==> config.mk <==
export PLATFORM = sky130hd
export DESIGN_NAME = contiguous_fit_allocator_flat
export DESIGN_NICKNAME = d
export VERILOG_FILES = /design/src/sv/cfa_pkg.sv /design/src/sv/cfa_req_if.sv /design/src/sv/cfa_resp_if.sv /design/src/sv/cfa_ram.sv /design/src/sv/cfa_ctrl.sv /design/src/sv/cfa_dp.sv /design/src/sv/contiguous_fit_allocator.sv /design/src/flat_wrapper.sv
export SDC_FILE = /design/constraint.sdc
export NUM_CORES = 1
export LEC_CHECK = 0
export ABC_AREA = 0
export BUFFER_PORTS_ARGS = -buffer_cell sky130_fd_sc_hd__buf_2
export CORE_ASPECT_RATIO = 1.1
export CORE_MARGIN = 1.5
export CORE_UTILIZATION = 45
export CTS_BUF_LIST = sky130_fd_sc_hd__clkbuf_16
export DETAILED_ROUTE_END_ITERATION = 8
export GPL_ROUTABILITY_DRIVEN = 0
export GPL_TIMING_DRIVEN = 1
export HOLD_SLACK_MARGIN = 0.05
export SYNTH_ARGS = -nofsm -noshare
export SYNTH_HDL_FRONTEND = slang
export SYNTH_SLANG_ARGS = --single-unit
==> constraint.sdc <==
create_clock -name clk -period 6.8 [get_ports clk]
set_clock_uncertainty 0.1 [all_clocks]
set_input_delay 0.34 -clock clk [delete_from_list [all_inputs] [get_ports clk]]
set_output_delay 0.34 -clock clk [all_outputs]
set_load 0.05 [all_outputs]
==> src/sv/cfa_pkg.sv <==
// ----------------------------------------------------------------------------
// cfa_pkg
// shared types and constants of the contiguous fit allocator
// ----------------------------------------------------------------------------
package cfa_pkg;

	localparam int NUM_BLOCKS_DEF = 32;
	localparam int TAG_BITS_DEF   = 8;

	// fixed payload widths
	localparam int REQ_W    = 6;
	localparam int OWNER_W  = 8;
	localparam int START_W  = 5;
	localparam int RUNLEN_W = 6;
	localparam int POL_W    = 2;

	typedef enum logic [POL_W-1:0] {
		POL_WORST = 2'd0,
		POL_BEST  = 2'd1,
		POL_FIRST = 2'd2
	} policy_t;

	typedef enum logic [2:0] {
		ST_CLEAR,
		ST_IDLE,
		ST_SCAN,
		ST_DRAIN,
		ST_FINAL,
		ST_EVAL,
		ST_FILL,
		ST_DONE
	} state_t;

	typedef struct packed {
		logic accept;
		logic clear_wr;
		logic scan_rd;
		logic final_judge;
		logic eval;
		logic fill_wr;
		logic push_out;
	} cmd_t;

	typedef struct packed {
		logic reject;
		logic addr_last;
		logic ok;
		logic fill_last;
		logic out_busy;
	} status_t;

endpackage

==> src/sv/cfa_req_if.sv <==
// ----------------------------------------------------------------------------
// cfa_req_if
// request channel: block count and owner tag
// ----------------------------------------------------------------------------
interface cfa_req_if;

	logic                      valid;
	logic                      ready;
	logic [cfa_pkg::REQ_W-1:0]   request_blocks;
	logic [cfa_pkg::OWNER_W-1:0] owner_tag;

	modport source (output valid, output request_blocks, output owner_tag, input ready);
	modport sink   (input valid, input request_blocks, input owner_tag, output ready);

endinterface

==> src/sv/cfa_resp_if.sv <==
// ----------------------------------------------------------------------------
// cfa_resp_if
// response channel: grant flag, start block and chosen run length
// ----------------------------------------------------------------------------
interface cfa_resp_if;

	logic                         valid;
	logic                         ready;
	logic                         granted;
	logic [cfa_pkg::START_W-1:0]  start_block;
	logic [cfa_pkg::RUNLEN_W-1:0] run_length;

	modport source (output valid, output granted, output start_block, output run_length,
		input ready);
	modport sink   (input valid, input granted, input start_block, input run_length,
		output ready);

endinterface

==> src/sv/cfa_ram.sv <==
// ----------------------------------------------------------------------------
// cfa_ram
// generic single write port, single read port ram with registered read
// ----------------------------------------------------------------------------
module cfa_ram #(
	parameter int WIDTH = 8,
	parameter int DEPTH = 32
) (
	input  logic                     clk,
	input  logic                     we,
	input  logic [$clog2(DEPTH)-1:0] waddr,
	input  logic [WIDTH-1:0]         wdata,
	input  logic [$clog2(DEPTH)-1:0] raddr,
	output logic [WIDTH-1:0]         rdata
);

	logic [WIDTH-1:0] mem [DEPTH];

	always_ff @(posedge clk) begin
		if (we) begin
			mem[waddr] <= wdata;
		end
		rdata <= mem[raddr];
	end

endmodule

==> src/sv/cfa_ctrl.sv <==
// ----------------------------------------------------------------------------
// cfa_ctrl
// sequencer: clear pass, map scan, run judging, block fill, response
// ----------------------------------------------------------------------------
module cfa_ctrl (
	input  logic             clk,
	input  logic             arst_n,
	input  logic             req_valid,
	output logic             req_ready,
	input  cfa_pkg::status_t status,
	output cfa_pkg::cmd_t    cmd
);

	cfa_pkg::state_t state_q;
	cfa_pkg::state_t state_d;

	always_ff @(posedge clk or negedge arst_n) begin
		if (!arst_n) begin
			state_q <= cfa_pkg::ST_CLEAR;
		end else begin
			state_q <= state_d;
		end
	end

	always_comb begin
		state_d = state_q;
		case (state_q)
			cfa_pkg::ST_CLEAR: begin
				if (status.addr_last) state_d = cfa_pkg::ST_IDLE;
			end
			cfa_pkg::ST_IDLE: begin
				if (req_valid) begin
					state_d = status.reject ? cfa_pkg::ST_DONE : cfa_pkg::ST_SCAN;
				end
			end
			cfa_pkg::ST_SCAN: begin
				if (status.addr_last) state_d = cfa_pkg::ST_DRAIN;
			end
			cfa_pkg::ST_DRAIN: state_d = cfa_pkg::ST_FINAL;
			cfa_pkg::ST_FINAL: state_d = cfa_pkg::ST_EVAL;
			cfa_pkg::ST_EVAL: begin
				state_d = status.ok ? cfa_pkg::ST_FILL : cfa_pkg::ST_DONE;
			end
			cfa_pkg::ST_FILL: begin
				if (status.fill_last) state_d = cfa_pkg::ST_DONE;
			end
			cfa_pkg::ST_DONE: begin
				if (!status.out_busy) state_d = cfa_pkg::ST_IDLE;
			end
			default: state_d = cfa_pkg::ST_CLEAR;
		endcase
	end

	always_comb begin
		cmd       = '0;
		req_ready = 1'b0;
		case (state_q)
			cfa_pkg::ST_CLEAR: cmd.clear_wr = 1'b1;
			cfa_pkg::ST_IDLE: begin
				req_ready  = 1'b1;
				cmd.accept = req_valid;
			end
			cfa_pkg::ST_SCAN:  cmd.scan_rd     = 1'b1;
			cfa_pkg::ST_DRAIN: cmd             = '0;
			cfa_pkg::ST_FINAL: cmd.final_judge = 1'b1;
			cfa_pkg::ST_EVAL:  cmd.eval        = 1'b1;
			cfa_pkg::ST_FILL:  cmd.fill_wr     = 1'b1;
			cfa_pkg::ST_DONE:  cmd.push_out    = !status.out_busy;
			default:           cmd             = '0;
		endcase
	end

endmodule

==> src/sv/cfa_dp.sv <==
// ----------------------------------------------------------------------------
// cfa_dp
// datapath: policy register, run tracker, address counter, output register
// ----------------------------------------------------------------------------
module cfa_dp #(
	parameter int NUM_BLOCKS = cfa_pkg::NUM_BLOCKS_DEF,
	parameter int TAG_BITS   = cfa_pkg::TAG_BITS_DEF,
	localparam int IDX_W     = $clog2(NUM_BLOCKS),
	localparam int LEN_W     = $clog2(NUM_BLOCKS + 1)
) (
	input  logic                          clk,
	input  logic                          arst_n,
	input  logic                          cfg_we,
	input  logic [cfa_pkg::POL_W-1:0]     cfg_wdata,
	input  logic [cfa_pkg::REQ_W-1:0]     request_blocks,
	input  logic [cfa_pkg::OWNER_W-1:0]   owner_tag,
	input  cfa_pkg::cmd_t                 cmd,
	output cfa_pkg::status_t              status,
	// map memory access
	output logic                          mem_we,
	output logic [IDX_W-1:0]              mem_addr,
	output logic [TAG_BITS-1:0]           mem_wdata,
	input  logic [TAG_BITS-1:0]           mem_rdata,
	// response
	input  logic                          out_ready,
	output logic                          out_valid,
	output logic                          out_granted,
	output logic [cfa_pkg::START_W-1:0]   out_start,
	output logic [cfa_pkg::RUNLEN_W-1:0]  out_len
);

	localparam int CMP_W = (LEN_W > cfa_pkg::REQ_W) ? LEN_W : cfa_pkg::REQ_W;

	logic [cfa_pkg::POL_W-1:0]    fit_policy_q;
	logic [cfa_pkg::REQ_W-1:0]    need_q;
	logic [TAG_BITS-1:0]          tag_q;
	logic [IDX_W-1:0]             addr_q;
	logic [LEN_W-1:0]             fill_left_q;
	logic                         vld_s1;
	logic [IDX_W-1:0]             idx_s1;
	logic [IDX_W-1:0]             run_start_q;
	logic [LEN_W-1:0]             run_len_q;
	logic                         have_q;
	logic [IDX_W-1:0]             best_start_q;
	logic [LEN_W-1:0]             best_len_q;
	logic                         ok_q;
	logic                         out_valid_q;
	logic                         granted_q;
	logic [cfa_pkg::START_W-1:0]  start_q;
	logic [cfa_pkg::RUNLEN_W-1:0] len_q;

	logic [TAG_BITS-1:0] tag_in;
	logic                pol_known;
	logic                blk_free;
	logic                run_open;
	logic                long_enough;
	logic                take;
	logic                judge_now;
	logic                ok;

	assign tag_in    = TAG_BITS'(owner_tag);
	assign pol_known = (fit_policy_q == cfa_pkg::POL_WORST) ||
		(fit_policy_q == cfa_pkg::POL_BEST) || (fit_policy_q == cfa_pkg::POL_FIRST);

	assign blk_free    = (mem_rdata == '0);
	assign run_open    = (run_len_q != '0);
	assign long_enough = CMP_W'(run_len_q) >= CMP_W'(need_q);

	// decide whether the current run replaces the chosen one
	always_comb begin
		case (cfa_pkg::policy_t'(fit_policy_q))
			cfa_pkg::POL_WORST: take = !have_q || (run_len_q > best_len_q);
			cfa_pkg::POL_BEST:  take = long_enough && (!have_q || (run_len_q < best_len_q));
			cfa_pkg::POL_FIRST: take = long_enough && !have_q;
			default:            take = 1'b0;
		endcase
	end

	// a run closes on an occupied block or at the end of the map
	assign judge_now = run_open && ((vld_s1 && !blk_free) || cmd.final_judge);

	assign ok = have_q && (CMP_W'(best_len_q) >= CMP_W'(need_q));

	always_ff @(posedge clk or negedge arst_n) begin
		if (!arst_n) begin
			fit_policy_q <= '0;
			addr_q       <= '0;
			fill_left_q  <= '0;
			vld_s1       <= 1'b0;
			run_len_q    <= '0;
			have_q       <= 1'b0;
			ok_q         <= 1'b0;
			out_valid_q  <= 1'b0;
		end else begin
			if (cfg_we) begin
				fit_policy_q <= cfg_wdata;
			end
			vld_s1 <= cmd.scan_rd;

			if (cmd.accept) begin
				addr_q    <= '0;
				run_len_q <= '0;
				have_q    <= 1'b0;
				ok_q      <= 1'b0;
			end else if (cmd.clear_wr || cmd.scan_rd || cmd.fill_wr) begin
				addr_q <= addr_q + 1'b1;
			end else if (cmd.eval) begin
				addr_q <= best_start_q;
			end

			if (judge_now && take) begin
				have_q <= 1'b1;
			end
			if (vld_s1) begin
				if (blk_free) begin
					run_len_q <= run_len_q + 1'b1;
				end else begin
					run_len_q <= '0;
				end
			end

			if (cmd.eval) begin
				ok_q        <= ok;
				fill_left_q <= LEN_W'(need_q);
			end else if (cmd.fill_wr) begin
				fill_left_q <= fill_left_q - 1'b1;
			end

			if (cmd.push_out) begin
				out_valid_q <= 1'b1;
			end else if (out_ready) begin
				out_valid_q <= 1'b0;
			end
		end
	end

	// payload registers
	always_ff @(posedge clk) begin
		if (cmd.accept) begin
			need_q       <= request_blocks;
			tag_q        <= tag_in;
			best_start_q <= '0;
			best_len_q   <= '0;
		end else if (judge_now && take) begin
			best_start_q <= run_start_q;
			best_len_q   <= run_len_q;
		end
		idx_s1 <= addr_q;
		if (vld_s1 && blk_free && !run_open) begin
			run_start_q <= idx_s1;
		end
		if (cmd.push_out) begin
			granted_q <= ok_q;
			start_q   <= ok_q ? cfa_pkg::START_W'(best_start_q) : '0;
			len_q     <= ok_q ? cfa_pkg::RUNLEN_W'(best_len_q) : '0;
		end
	end

	assign status.reject    = (request_blocks == '0) || (tag_in == '0) || !pol_known;
	assign status.addr_last = (addr_q == IDX_W'(NUM_BLOCKS - 1));
	assign status.ok        = ok;
	assign status.fill_last = (fill_left_q == LEN_W'(1));
	assign status.out_busy  = out_valid_q && !out_ready;

	assign mem_we    = cmd.clear_wr || cmd.fill_wr;
	assign mem_addr  = addr_q;
	assign mem_wdata = cmd.fill_wr ? tag_q : '0;

	assign out_valid   = out_valid_q;
	assign out_granted = granted_q;
	assign out_start   = start_q;
	assign out_len     = len_q;

endmodule

==> src/sv/contiguous_fit_allocator.sv <==
// ----------------------------------------------------------------------------
// contiguous_fit_allocator
// worst / best / first fit allocator over a map of fixed-size blocks
// ----------------------------------------------------------------------------
// a request word is scanned over the map, its runs judged, the chosen run filled
//   and the response loaded, waiting out any stall of the previous response;
//   a failed request skips the fill, one rejected up front skips to the response
// one request at a time: the next is taken once the response is loaded
// reset: arst_n clears control and the policy register, then a clearing pass
//   over all NUM_BLOCKS blocks zeroes the map before the first request is taken
module contiguous_fit_allocator #(
	parameter int NUM_BLOCKS = cfa_pkg::NUM_BLOCKS_DEF,
	parameter int TAG_BITS   = cfa_pkg::TAG_BITS_DEF
) (
	input  logic                      clk,
	input  logic                      arst_n,
	input  logic                      cfg_we,
	input  logic [cfa_pkg::POL_W-1:0] cfg_wdata,
	cfa_req_if.sink                   req,
	cfa_resp_if.source                rsp
);

	localparam int IDX_W = $clog2(NUM_BLOCKS);

	cfa_pkg::cmd_t    cmd;
	cfa_pkg::status_t status;

	logic                mem_we;
	logic [IDX_W-1:0]    mem_addr;
	logic [TAG_BITS-1:0] mem_wdata;
	logic [TAG_BITS-1:0] mem_rdata;

	cfa_ctrl u_ctrl (
		.clk       (clk),
		.arst_n    (arst_n),
		.req_valid (req.valid),
		.req_ready (req.ready),
		.status    (status),
		.cmd       (cmd)
	);

	cfa_dp #(
		.NUM_BLOCKS (NUM_BLOCKS),
		.TAG_BITS   (TAG_BITS)
	) u_dp (
		.clk            (clk),
		.arst_n         (arst_n),
		.cfg_we         (cfg_we),
		.cfg_wdata      (cfg_wdata),
		.request_blocks (req.request_blocks),
		.owner_tag      (req.owner_tag),
		.cmd            (cmd),
		.status         (status),
		.mem_we         (mem_we),
		.mem_addr       (mem_addr),
		.mem_wdata      (mem_wdata),
		.mem_rdata      (mem_rdata),
		.out_ready      (rsp.ready),
		.out_valid      (rsp.valid),
		.out_granted    (rsp.granted),
		.out_start      (rsp.start_block),
		.out_len        (rsp.run_length)
	);

	// block map: one owner tag per block, zero when free
	cfa_ram #(
		.WIDTH (TAG_BITS),
		.DEPTH (NUM_BLOCKS)
	) u_map (
		.clk   (clk),
		.we    (mem_we),
		.waddr (mem_addr),
		.wdata (mem_wdata),
		.raddr (mem_addr),
		.rdata (mem_rdata)
	);

endmodule

==> src/flat_wrapper.sv <==
// flat-port wrapper written by rule: the top's interface ports become plain ports
module contiguous_fit_allocator_flat 
#(
	parameter int NUM_BLOCKS = cfa_pkg::NUM_BLOCKS_DEF,
	parameter int TAG_BITS   = cfa_pkg::TAG_BITS_DEF
)
  (clk, arst_n, cfg_we, cfg_wdata, req_valid, req_request_blocks, req_owner_tag, req_ready, rsp_valid, rsp_granted, rsp_start_block, rsp_run_length, rsp_ready);
  cfa_req_if req_i ();
  cfa_resp_if rsp_i ();
  input  logic clk;
  input  logic arst_n;
  input  logic cfg_we;
  input  logic [cfa_pkg::POL_W-1:0] cfg_wdata;
  input wire logic [$bits(req_i.valid)-1:0] req_valid;
  input wire logic [$bits(req_i.request_blocks)-1:0] req_request_blocks;
  input wire logic [$bits(req_i.owner_tag)-1:0] req_owner_tag;
  output wire logic [$bits(req_i.ready)-1:0] req_ready;
  output wire logic [$bits(rsp_i.valid)-1:0] rsp_valid;
  output wire logic [$bits(rsp_i.granted)-1:0] rsp_granted;
  output wire logic [$bits(rsp_i.start_block)-1:0] rsp_start_block;
  output wire logic [$bits(rsp_i.run_length)-1:0] rsp_run_length;
  input wire logic [$bits(rsp_i.ready)-1:0] rsp_ready;
  assign req_i.valid = req_valid;
  assign req_i.request_blocks = req_request_blocks;
  assign req_i.owner_tag = req_owner_tag;
  assign req_ready = req_i.ready;
  assign rsp_valid = rsp_i.valid;
  assign rsp_granted = rsp_i.granted;
  assign rsp_start_block = rsp_i.start_block;
  assign rsp_run_length = rsp_i.run_length;
  assign rsp_i.ready = rsp_ready;
  contiguous_fit_allocator #(.NUM_BLOCKS(NUM_BLOCKS), .TAG_BITS(TAG_BITS)) u_core (.clk(clk), .arst_n(arst_n), .cfg_we(cfg_we), .cfg_wdata(cfg_wdata), .req(req_i), .rsp(rsp_i));
endmodule
# Word-level counts from Yosys, hierarchy flattened
# Memories as Yosys holds them, arrays and structs flattened. A register that Yosys moved wholly into a read port is not among the register bits.
# Cells that the tools add are included.
# totals
regBits,73
latch_bits,0
mem_bits_rw,256
romBits,0
in_bits,21
output_inout_bits,14
word_cells,113
memories,1
# op_classes
add_sub_neg,3
mul,0
div_mod_pow,0
n_lt_le_gt_ge,4
eq_ne,16
n_shift,0
mux,33
bitwise_logic,0
reduce_logical,38
# mem_list
name,words,word_bits,read_ports,rd_ports_with_merged_regs,wr,line_no,source
u_core.u_map.mem,32,8,1,1,1,cfa_ram.sv:17,logic [WIDTH-1:0] mem [DEPTH];
# ops
op,n
6-bit 2-to-1 mux,5
3-bit one-hot mux with 8 select lines,1
3-bit 2-to-1 mux,6
8-bit zero test,2
1-bit 2-to-1 mux,16
5-bit 2-to-1 mux,3
"3-bit == test, second input constant",4
6-bit greater-or-equal comparator,2
1-bit logical OR,10
2-bit nonzero test,5
1-bit logical AND,9
8-bit 2-to-1 mux,1
"6-bit by 1-bit adder with 6-bit output, second input constant",1
"3-bit by 2-bit == test with 1-bit output, second input constant",2
"6-bit by 1-bit == test with 1-bit output, second input constant",1
6-bit > comparator,1
1-bit zero test,6
6-bit zero test,1
6-bit < comparator,1
"2-bit by 1-bit != test with 1-bit output, second input constant",3
6-bit nonzero test,1
"6-bit by 1-bit subtractor with 6-bit output, second input constant",1
"5-bit by 1-bit adder with 5-bit output, second input constant",1
"5-bit == test, second input constant",1
other kinds (9),10

# Logic depth before layout (Yosys ltp)
# Gate-level depths: netlist of run 1.
# logic_depth
word_depth,8
ltp_mapped,10
depth_no_buf,9

# By module
# Synthesis of run 1 repeated with hierarchy kept, for this count alone.
# hier_totals
hier_cells,748
hier_area_um2,13680.6
# modules_own_cells
mod,instances,cells_each,area_each_um2,seq_area_each_um2
cfa_ram,1,417,10053.4,7847.5
cfa_dp,1,302,3370.7,1826.8
cfa_ctrl,1,29,256.5,75.1

# Least setup slack after synthesis of run 1
# OpenSTA, ideal clock, no wires.
# synth_timing
kind,flip-flop to flip-flop
start,register u_core.u_ctrl.state_q[0]
end,register u_core.u_dp.run_len_q[5]
setup_ns,0.127
arrival_time_ns,2.720
required_ns,6.573
slack_ns,3.853
path_stages_with_launch,8
n_path_buf,1
synth_period_minus_slack_ns,2.947
path_cell_list,dfrtp_1 -> buf_2 -> nor3b_1 -> nand2_1 -> inv_2 -> nor2_1 -> o21ai_1 -> o31ai_1
# synth_lines
item,line_no,source
"start, declared",cfa_ctrl.sv:14,cfa_pkg::state_t state_q;
"start signal, assigned",cfa_ctrl.sv:19,state_q <= cfa_pkg::ST_CLEAR;
"start signal, assigned",cfa_ctrl.sv:21,state_q <= state_d;
"end signal, assigned",cfa_dp.sv:116,run_len_q <= run_len_q + 1'b1;
"end, declared",cfa_dp.sv:42,logic [LEN_W-1:0] run_len_q;

==> results of run 1 <==
## metrics by stage
step                 util  hold WS [ns]  area, um^2
CTS                 0.519        0.0720       15400
floorplan               -       -0.0556       13600
global route        0.519        0.0844       15400
finish              0.519        0.0838       15400
detailed placement  0.476         0.289       14200
global placement    0.476         0.277       14200
## layout make-up
cell class | count | area, um^2
clock inverter | 24 | 186
fill | 2375 | 14300
tap | 374 | 468
inverter | 25 | 93.8
clock buffer | 35 | 876
sequential | 337 | 9750
multi-input combinational | 391 | 3600
timing repair buffer | 64 | 448
## cells in the mapped netlist, types with 13 or more instances
master and n:
nand3_1 14, dfrtp_1 26, inv_1 24, a22oi_1 35, ha_1 30, a21oi_1 14
nor2_1 53, mux4_2 64, dfxtp_1 24, and2_1 21, edfxtp_1 287, nand2_1 41
o21ai_0 13, buf_2 13
## critical path, cell delays in order (launching register included)
cell and delay (ns):
dfrtp_1 0.84, nor3b_1 0.32, nand2_1 0.56, inv_2 0.59
nor2_1 0.16, a22oi_1 0.20, a21oi_1 0.11
## state kept, by name (all words and copies together), names as in the netlist, 2 cells and up
name / count
u_core.u_map.mem: 256
u_core.u_dp.tag_q: 8
u_core.u_map.rdata: 8
u_core.u_dp.out_len: 6
u_core.u_dp.best_len_q: 6
u_core.u_ctrl.state_q: 3
u_core.u_dp.fit_policy_q: 2
u_core.u_dp.fill_left_q: 6
u_core.u_dp.run_len_q: 6
u_core.u_dp.out_start: 5
u_core.u_dp.run_start_q: 5
u_core.u_dp.need_q: 6
u_core.u_dp.mem_addr: 5
u_core.u_dp.idx_s1: 5
u_core.u_dp.best_start_q: 5
## per-layer routing
| layer | share of wire | global-route usage |
|---|---|---|
| met1 | 0.42 | 0.249 |
| met2 | 0.49 | 0.338 |
| met3 | 0.045 | 0.0313 |
| met4 | 0.045 | 0.0949 |
| met5 | 0 | 0 |
## path summary, 6_finish.rpt
check / startpoint / to / slack [ns] / cells after the start
max in group asynchronous: arst_n / u_core.u_dp.mem_addr[0]$_DFFE_PN0P_ / 5.83 / 2
min in group asynchronous: arst_n / u_core.u_dp.fit_policy_q[0]$_DFFE_PN0P_ / 0.29 / 2
max reg2reg: u_core.u_ctrl.state_q[0]$_DFFE_PN0P_ / u_core.u_dp.mem_addr[3]$_DFFE_PN0P_ / 3.75 / 6
min: rsp_ready / u_core.u_dp.out_valid$_DFFE_PN0P_ / 0.08 / 3
min reg2reg: u_core.u_dp.idx_s1[0]$_DFF_P_ / u_core.u_dp.run_start_q[0]$_DFFE_PP_ / 0.30 / 0
max: u_core.u_ctrl.state_q[0]$_DFFE_PN0P_ / u_core.u_dp.mem_addr[3]$_DFFE_PN0P_ / 3.75 / 6
## cells by family after synthesis
group | Yosys count | synth area share
compound gates | 103 | 0.0551
xor+xnor | 5 | 0.00321
fa+ha+maj | 30 | 0.0275
buf+inv | 59 | 0.0213
flops | 337 | 0.715
mux | 65 | 0.106
simple gates | 188 | 0.0716
## report_power, final
part / leakage (uW) / total, uW / switching (uW) / internal, uW
sequential: 0.00287 / 2860 / 313 / 2550
clock: 0.000545 / 1780 / 766 / 1010
combinational: 0.00155 / 1540 / 897 / 640
## layout by cell type (no fill, tap or decap), types with 6 or more instances in the layout
| cell type | synthesis | routed |
|---|---|---|
| a22oi_1 | 35 | 35 |
| buf_4 | 0 | 9 |
| nand2_1 | 41 | 41 |
| mux4_2 | 64 | 64 |
| o21ai_0 | 13 | 13 |
| dlygate4sd3_1 | 0 | 21 |
| inv_1 | 24 | 32 |
| nor4_1 | 7 | 7 |
| nand2b_1 | 7 | 7 |
| dfrtp_1 | 26 | 24 |
| nand3_2 | 8 | 8 |
| edfxtp_1 | 287 | 287 |
| nor2_1 | 53 | 53 |
| clkbuf_16 | 0 | 35 |
| and2_1 | 21 | 20 |
| a21oi_1 | 14 | 14 |
| o21ai_2 | 6 | 6 |
| clkinv_2 | 0 | 6 |
| o21ai_1 | 6 | 6 |
| buf_2 | 13 | 34 |
| ha_1 | 30 | 30 |
| nand3_1 | 14 | 14 |
| nand4_1 | 12 | 12 |
| dfxtp_1 | 24 | 24 |
==> impl_metrics.tcl, run 1 <==
set metrics [dict create \
    postSynthCellCount 787 \
    clockRootBuffer "clkbuf_16" \
    crit_arrival_ns 3.29 \
    cp_max_fo 27 \
    netlist-cell-type-count 55 \
    path_class "flop to flop" \
    via_count 7262 \
    clock_sinks 337 \
    synth-edff-count 287 \
    total_power_uw 6180 \
    synth_area_per_cell_um2 17.3 \
    diodes 0 \
    hp-class "primary input to flop" \
    fin_crit_ns 3.05 \
    grt_antenna_before_repair 0 \
    cap_viol_max_count 0 \
    die_area_um2 31400 \
    clk_pin_slew_ns 0.06 \
    syn_nets 838 \
    start_util 0.459 \
    syn_area_um2 13600 \
    worstSkewPairLatency_ns 0.52 \
    grt-ovfl-total 0 \
    min_period_over_period 0.448 \
    drive_gt1_frac 0.212 \
    rsz0062_at_grt "no" \
    async_flop_share 0.0772 \
    max_freq_mhz 328 \
    ys_seq_elements 337 \
    rows 66 \
    max-vdd-ir-drop_uv 213 \
    dpl.hpwl_um 18500 \
    cts_resized 0 \
    pre_cts_slack_ns 3.82 \
    synthTopCellsByArea "edfxtp_1 (63%), mux4_2 (11%), dfrtp_1 (4.8%)" \
    synth_largest_area_cell "edfxtp_1" \
    grt_pass1_wl_um 45900 \
    p_per_area_nw_per_um2 401 \
    ys_seq_area_frac 0.715 \
    vias_per_cell 5.81 \
    fp.dieW_um 169 \
    nets 904 \
    ios 35 \
    placedCellCount 1170 \
    drc 0 \
    yosys_warnings 0 \
    slew_headroom 0.183 \
    port_buffers 34 \
    clk_path_buf_depth 3 \
    drtPass1Iterations 5 \
    area_growth_pct 13.1 \
    antenna_left 0 \
    core_area_um2 29700 \
    hold_buffers 21 \
    drtIter0Drc 533 \
    synthFlopType "edfxtp_1" \
    cts_tree "yes" \
    h-tree-depth 2 \
    drv_slew 0 \
    synth_top_area_share 0.632 \
    required_ns 7.04 \
    post_drt_wl_per_cell_um 23.9 \
    postCtsSetupRepairBufs 0 \
    setup_total_negative_slack_ns 0 \
    setup_ws_ns 3.75 \
    start_kind "flop" \
    status "finished, final reports clean" \
    setup_viol 0 \
    cts_made_buffers 34 \
    tightest_slew_ns 1.22 \
    grt_pass1_vias 7612 \
    end_kind "flop" \
    grt.total_usage 0.198 \
    grt_max_degree 37 \
    finalHoldViolCount 0 \
    die_y_um 186 \
    stdcell_count 1250 \
    wirelength_um 29800 \
    leakagePower_uw 0.00497 \
]
No activity file was read; power rests on OpenSTA's default activity.
==> run 2: changes to the inputs <==
--- a/config.mk
+++ b/config.mk
@@ -5,7 +5,7 @@
 export SDC_FILE = /design/constraint.sdc
 export NUM_CORES = 1
 export LEC_CHECK = 0
-export ABC_AREA = 0
+export ABC_AREA = 1
 export BUFFER_PORTS_ARGS = -buffer_cell sky130_fd_sc_hd__buf_2
 export CORE_ASPECT_RATIO = 1.1
 export CORE_MARGIN = 1.5
==> constraint.sdc (replaced) <==
create_clock -name clk -period 2.6 [get_ports clk]
set_clock_uncertainty 0.1 [all_clocks]
set_input_delay 0.13 -clock clk [delete_from_list [all_inputs] [get_ports clk]]
set_output_delay 0.13 -clock clk [all_outputs]
set_load 0.05 [all_outputs]
==> run 2 against run 1 <==
Effect of this change: worst setup slack got worse by 3.4 ns; cell area grew 6.0%; register-to-register slack got worse by 3.4 ns; global-route usage grew 1.2 points; utilization up 1.4 points; sequential power rose by 100%; largest cell class unchanged; combinational power shrank 94%; via count rose by 29%; count of clock-buffer cells in the layout increased by 4; critical path depth is 1 higher; sequential cell count did not move; clock power rose to 2.7 times the previous value.
==> impl_metrics.tcl, run 2 <==
set metrics [dict create \
    worstSkewPairLatency_ns 0.52 \
    switching_share 0.196 \
    diodes 0 \
    max_freq_mhz 441 \
    vias_per_cell 5.33 \
    rr_worst_depth 7 \
    grt_antenna_before_repair 0 \
    rows 67 \
    yosysMostFrequentCell "edfxtp_1" \
    cts_made_buffers 37 \
    timing.rr.start "u_core.u_ctrl.state_q[1]$_DFFE_PN0P_" \
    cts_tree "yes" \
    postSynthCellCount 1209 \
    synth_top_area_share 0.612 \
    utilization 0.533 \
    clockRootBuffer "clkbuf_16" \
    path_class "flop to flop" \
    ys_seq_elements 337 \
    hp-class "primary input to asynchronous set/reset pin" \
    start_kind "flop" \
    async_flop_share 0.0772 \
    wirelength_um 32900 \
    required_ns 2.73 \
    die_area_um2 32400 \
    grt_pass1_wl_um 51800 \
    nets 1366 \
    slew_headroom 0.581 \
    synthTopCellsByArea "edfxtp_1 (61%), nor2_1 (5.5%), dfrtp_1 (4.6%)" \
    cts_resized 0 \
    grt.total_usage 0.210 \
    drv_slew 0 \
    fp.dieW_um 172 \
    place_area_um2 15000 \
    fin_crit_ns 2.27 \
    start_util 0.459 \
    grt_pass1_vias 9068 \
    drc 0 \
    synth_area_per_cell_um2 11.7 \
    cp_cell_sequence "nand2_1 -> nor2_2 -> inv_2 -> nand2_2 -> nand2_1 -> nor2_1 -> buf_4" \
    synth-edff-count 287 \
    largest_reg_flops 256 \
    cap_viol_max_count 0 \
    final_area_um2 16400 \
    status "finished, final reports clean" \
    port_buffers 34 \
    max-vdd-ir-drop_uv 557 \
    slowest_stage "dfrtp_1" \
    end_kind "flop" \
    cp_max_fo 7 \
    grt-ovfl-total 0 \
    clk_pin_slew_ns 0.06 \
    p_per_area_nw_per_um2 657 \
    synth_largest_area_cell "edfxtp_1" \
    post_drt_wl_per_cell_um 18.7 \
    synth_commonest_cells "edfxtp_1 (287), nor2_1 (207), nand2_1 (162)" \
    clk_path_buf_depth 3 \
    p_int_uw 8640 \
    area_growth_pct 16.1 \
    final_common_cell "edfxtp_1" \
    syn_area_um2 14100 \
    h-tree-depth 2 \
    p_clk_frac 0.453 \
    finalHoldViolCount 0 \
    regMostFlops "u_core.u_map.mem" \
    setup_viol 0 \
    pwr-share-comb 0.008 \
    ios 35 \
    crit_arrival_ns 2.40 \
    r2r-end "u_core.u_map.mem[18][6]$_DFFE_PP_" \
    core_area_um2 30700 \
    crit_buf_inv 2 \
    drtPass1Iterations 5 \
    via_count 9370 \
    layout_common_cells "edfxtp_1 (287), nor2_1 (199), nand2_1 (162), o21ai_0 (91), inv_1 (83)" \
    grt_max_degree 65 \
    pwr-share-seq 0.539 \
    drtIter0Drc 757 \
    setup_total_negative_slack_ns 0 \
    clock_sinks 337 \
    crit_path_frequent_cell "nand2_1" \
    synthFlopType "edfxtp_1" \
    syn_nets 1260 \
    power_switching_uw 2100 \
    min_period_over_period 0.872 \
    rsz0062_at_grt "no" \
    tightest_slew_ns 0.628 \
    dpl.hpwl_um 20700 \
    hold_ws_ns 0.0569 \
    ys_seq_area_frac 0.692 \
    total_power_uw 10700 \
    reg_top3 "u_core.u_map.mem: 256 flops, u_core.u_dp.tag_q: 8 flops, u_core.u_map.rdata: 8 flops" \
    drive_gt1_frac 0.156 \
    cpPeakStageDelay_ns 0.51 \
    leakagePower_uw 0.00621 \
    netlist-cell-type-count 37 \
    path_delay_family "simple AND/OR/NAND/NOR gates" \
    ff2ff_setup_slack_ns 0.33 \
    antenna_left 0 \
    die_y_um 189 \
    yosys_warnings 0 \
]
-- run 2: metal layers --
| metal | track usage | part of all wire |
|---|---|---|
| met5 | 0 | 0 |
| met4 | 0.0773 | 0.032 |
| met3 | 0.0248 | 0.046 |
| met2 | 0.341 | 0.48 |
| met1 | 0.291 | 0.44 |
-- run 2: what timing repair did --
action,4_1_cts,5_1_grt
buffers inserted,0,0
hold endpoints to repair,44,0
hold buffers,22,0
-- run 2: logic make-up (layout without fill, tap and decap cells) --
kind of cell               after synthesis  count (layout)  share of synthesized area
buffers and inverters                  146             280                     0.0467
adders and majority gates               30              30                     0.0266
AOI/OAI and AO/OA                      243             243                      0.100
DFF                                    337             337                      0.692
and+or+nand+nor                        450             450                      0.133
xor gates and xnor gates                 3               3                    0.00187
-- run 2: final cells by class --
cell class	instances	area (um^2)
Tap cell	414	518
Multi-Input combinational cell	726	3700
Inverter	93	352
Timing Repair Buffer	120	896
Sequential cell	337	9750
Clock buffer	39	976
Fill cell	2694	14300
Clock inverter	28	154
-- run 2: stage by stage --
| step | cells | setup WS, ns |
|---|---|---|
| 2_1_floorplan | 1209 | 0.356 |
| 3_3_place_gp | 1668 | 0.410 |
| 3_5_place_dp | 1668 | 0.315 |
| 4_1_cts | 1757 | 0.323 |
| 5_1_grt | 1757 | 0.176 |
| 6_report | 1757 | 0.332 |
-- run 2: worst max-delay path by stage --
| stage | cells after the start | slack (ns) | start | endpoint |
|---|---|---|---|---|
| 2_1_floorplan | 5 | 0.36 | u_core.u_ctrl.state_q[1]$_DFFE_PN0P_ | u_core.u_map.mem[0][0]$_DFFE_PP_ |
| 3_3_place_gp | 7 | 0.41 | u_core.u_ctrl.state_q[1]$_DFFE_PN0P_ | u_core.u_map.mem[18][7]$_DFFE_PP_ |
| 3_5_place_dp | 7 | 0.31 | u_core.u_ctrl.state_q[1]$_DFFE_PN0P_ | u_core.u_map.mem[2][2]$_DFFE_PP_ |
| 4_1_cts | 7 | 0.32 | u_core.u_ctrl.state_q[1]$_DFFE_PN0P_ | u_core.u_map.mem[2][4]$_DFFE_PP_ |
| 5_1_grt | 7 | 0.18 | u_core.u_ctrl.state_q[1]$_DFFE_PN0P_ | u_core.u_map.mem[18][7]$_DFFE_PP_ |
| 6_report | 7 | 0.33 | u_core.u_ctrl.state_q[1]$_DFFE_PN0P_ | u_core.u_map.mem[18][6]$_DFFE_PP_ |
-- run 2: power by group through the flow --
stage | Clock, uW | Sequential [uW] | Combinational, uW
final | 4860 | 5790 | 89.4
after global routing | 5170 | 5790 | 99.1
after global placement | 0 | 5900 | 60.9
after detailed placement | 0 | 5910 | 61.5
after CTS | 4960 | 5790 | 88.8
after floorplan | 0 | 5900 | 25.4
-- run 2: worst reg2reg max path, stage by stage, from the launching register on --
cell,delay (ns)
dfrtp_1,0.51
nand2_1,0.14
nor2_2,0.22
inv_2,0.06
nand2_2,0.14
nand2_1,0.30
nor2_1,0.31
buf_4,0.20
==> run 3: changes to the inputs <==
--- a/config.mk
+++ b/config.mk
@@ -17,4 +17,5 @@
 export HOLD_SLACK_MARGIN = 0.05
 export SYNTH_ARGS = -nofsm -noshare
 export SYNTH_HDL_FRONTEND = slang
+export SYNTH_HIERARCHICAL = 1
 export SYNTH_SLANG_ARGS = --single-unit
==> run 3 against run 2 <==
Effect of this change: cell count increased by 9.6%; fmax increased by 3.0%; sequential power increased by 20%; via count increased by 6.6%; count of clock-buffer cells in the layout decreased by 2; clock power decreased by 2%; critical path depth increased by 1; total power increased by 61%; utilization decreased by 1.2 points; global-route usage increased by 0.45 points.
==> impl_metrics.tcl, run 3 <==
set metrics [dict create \
    syn_area_um2 14800 \
    synth_largest_area_cell "edfxtp_1" \
    port_buffers 34 \
    drive_gt1_frac 0.135 \
    drt-met1-wl_um 14400 \
    end_kind "flop" \
    final_common_cell "nand2_1" \
    yosys_warnings 6 \
    synth_top_family_by_area "simple AND/OR/NAND/NOR gates" \
    cts_made_buffers 35 \
    utilization 0.521 \
    fp.dieW_um 176 \
    fill_cells 2873 \
    synthFlopType "edfxtp_1" \
    area_growth_pct 14.0 \
    status "finished, final reports clean" \
    largest_reg_flops 256 \
    antenna_left 0 \
    met2_length_um 17900 \
    synth_area_per_cell_um2 10.8 \
    start_kind "flop" \
    finalHoldViolCount 0 \
    drc 0 \
    wl_met3_um 1710 \
    hp-class "primary input to asynchronous set/reset pin" \
    path_class "flop to flop" \
    worstSkewPairLatency_ns 0.51 \
    setup_viol 0 \
    cts_tree "yes" \
    dpl.hpwl_um 22400 \
    required_ns 2.72 \
    drtIter0Drc 887 \
    clockRootBuffer "clkbuf_16" \
    die_area_um2 34000 \
    leakagePower_uw 0.00699 \
    max_freq_mhz 454 \
    cap_viol_max_count 0 \
    multi_input_area_um2 4160 \
    synthTopCellsByArea "edfxtp_1 (58%), nand2_1 (12%), nand3_1 (7.6%)" \
    synth_commonest_cells "nand2_1 (463), edfxtp_1 (287), nand3_1 (224)" \
    ios 35 \
    layout_common_cells "nand2_1 (463), edfxtp_1 (287), nand3_1 (224), inv_1 (98), nor2_1 (71)" \
    ys_seq_elements 337 \
    diodes 0 \
    yosys.area_share.simple 0.233 \
    reg_top3 "u_core/u_map/mem: 256 flops, u_core/u_dp/tag_q: 8 flops, u_core/u_map/rdata: 8 flops" \
    synth_fa_ha_area_frac 0.0228 \
    grt-ovfl-total 0 \
    grt_pass1_wl_um 55500 \
    register_area_um2 9750 \
    clk_pin_slew_ns 0.07 \
    via_count 9989 \
    synthMuxAreaShare 0 \
    vias_per_cell 5.19 \
    clock_sinks 337 \
    drv_slew 0 \
    core_area_um2 32400 \
    grt_pass1_vias 10100 \
    synth-edff-count 287 \
    clk_path_buf_depth 3 \
    post_drt_wl_per_cell_um 18.3 \
    drtPass1Iterations 6 \
    rsz0062_at_grt "no" \
    max-vdd-ir-drop_uv 632 \
    grt_antenna_before_repair 0 \
    async_flop_share 0.0772 \
    crit_arrival_ns 2.32 \
    tightest_slew_ns 0.912 \
    dr.max_layer_used "met4" \
    wirelength_um 35300 \
    min_period_over_period 0.847 \
    slew_headroom 0.392 \
    synth_top_area_share 0.583 \
    h-tree-depth 2 \
    cts_resized 0 \
    regMostFlops "u_core/u_map/mem" \
    p_per_area_nw_per_um2 1020 \
    grt_max_degree 90 \
    cp_max_fo 8 \
    postSynthCellCount 1375 \
    setup_total_negative_slack_ns 0 \
    ys_seq_area_frac 0.659 \
    grt.total_usage 0.215 \
    nets 1524 \
    fin_crit_ns 2.20 \
    start_util 0.457 \
    synth_xor_xnor_area_share 0.00415 \
    die_y_um 193 \
    synth_compound_area_frac 0.0211 \
    netlist-cell-type-count 41 \
    rows 69 \
    syn_nets 1423 \
    yosysMostFrequentCell "nand2_1" \
]
[run 3: cell types whose count changed after synthesis, sizes merged, moves of 16 or more]
| cell | previous run | this run |
|---|---|---|
| buf | 25 | 56 |
| clkbuf | 28 | 8 |
| nand2 | 165 | 468 |
| nand3 | 33 | 234 |
| nand4 | 20 | 4 |
| nor2 | 214 | 84 |
| o21ai | 143 | 9 |
| o22ai | 67 | 2 |
[run 3: cell type report]
| class | instances | share of cell area |
|---|---|---|
| sequential | 337 | 0.579 |
| multi-input combinational | 881 | 0.247 |
| timing repair buffer | 128 | 0.0577 |
| clock buffer | 37 | 0.0549 |
| tap | 426 | 0.0316 |
| inverter | 93 | 0.0209 |
| clock inverter | 24 | 0.00920 |
[run 3: path summary, 6_finish.rpt]
| path | from | depth (start not counted) | slack [ns] | end |
|---|---|---|---|---|
| max | u_core/u_ctrl/state_q[0]$_DFFE_PN0P_ | 8 | 0.40 | u_core/u_map/mem[27][3]$_DFFE_PP_ |
| min | arst_n | 2 | 0.09 | u_core/u_dp/out_valid$_DFFE_PN0P_ |
| max reg2reg | u_core/u_ctrl/state_q[0]$_DFFE_PN0P_ | 8 | 0.40 | u_core/u_map/mem[27][3]$_DFFE_PP_ |
| min reg2reg | u_core/u_dp/idx_s1[4]$_DFF_P_ | 0 | 0.31 | u_core/u_dp/run_start_q[4]$_DFFE_PP_ |
| max in group asynchronous | arst_n | 2 | 1.81 | u_core/u_dp/mem_addr[0]$_DFFE_PN0P_ |
| min in group clk | req_owner_tag[1] | 2 | 0.25 | u_core/u_dp/tag_q[1]$_DFFE_PP_ |
[run 3: where the power goes]
part	internal [uW]	switching, uW	total [uW]
Clock	2760	1990	4750
Combinational	1760	3800	5570
Sequential	6520	429	6950
Total	11000	6220	17300
[run 3: critical path: stages (launching register included)]
cell	delay (ns)
dfrtp_1	0.49
inv_4	0.12
nand3_1	0.10
inv_1	0.08
or2_1	0.20
nand3_1	0.27
buf_4	0.25
nor2_1	0.11
buf_4	0.19
[run 3: timing repair]
item,in CTS,in global routing
setup buffers,0,0
hold buffers,24,0
endpoints found under the hold margin,46,0
[run 3: layer usage]
metal,up-vias,track usage
met5,-,0
met4,0,0.0881
met3,80,0.0290
met2,272,0.382
met1,4776,0.265
li1,4861,-
[run 3: metrics by stage]
step                std cells  power, uW  worst slack, ns  hold WS, ns  instance area (um^2)
finish                   1926      17300            0.397       0.0901                 16900
global route             1926      18300            0.195        0.146                 16900
CTS                      1926      17400            0.349       0.0901                 16900
detailed placement       1841      12600            0.398        0.104                 15500
global placement         1841      12500            0.415       0.0977                 15500
floorplan                1375      11100            0.305       -0.266                 14800
[run 3: logic make-up after synthesis]
group	Yosys count
XOR/XNOR	7
buffers and inverters	157
flip-flops	337
adder cells (fa/ha/maj)	27
AND/OR/NAND/NOR	802
AO/OA/AOI/OAI	45
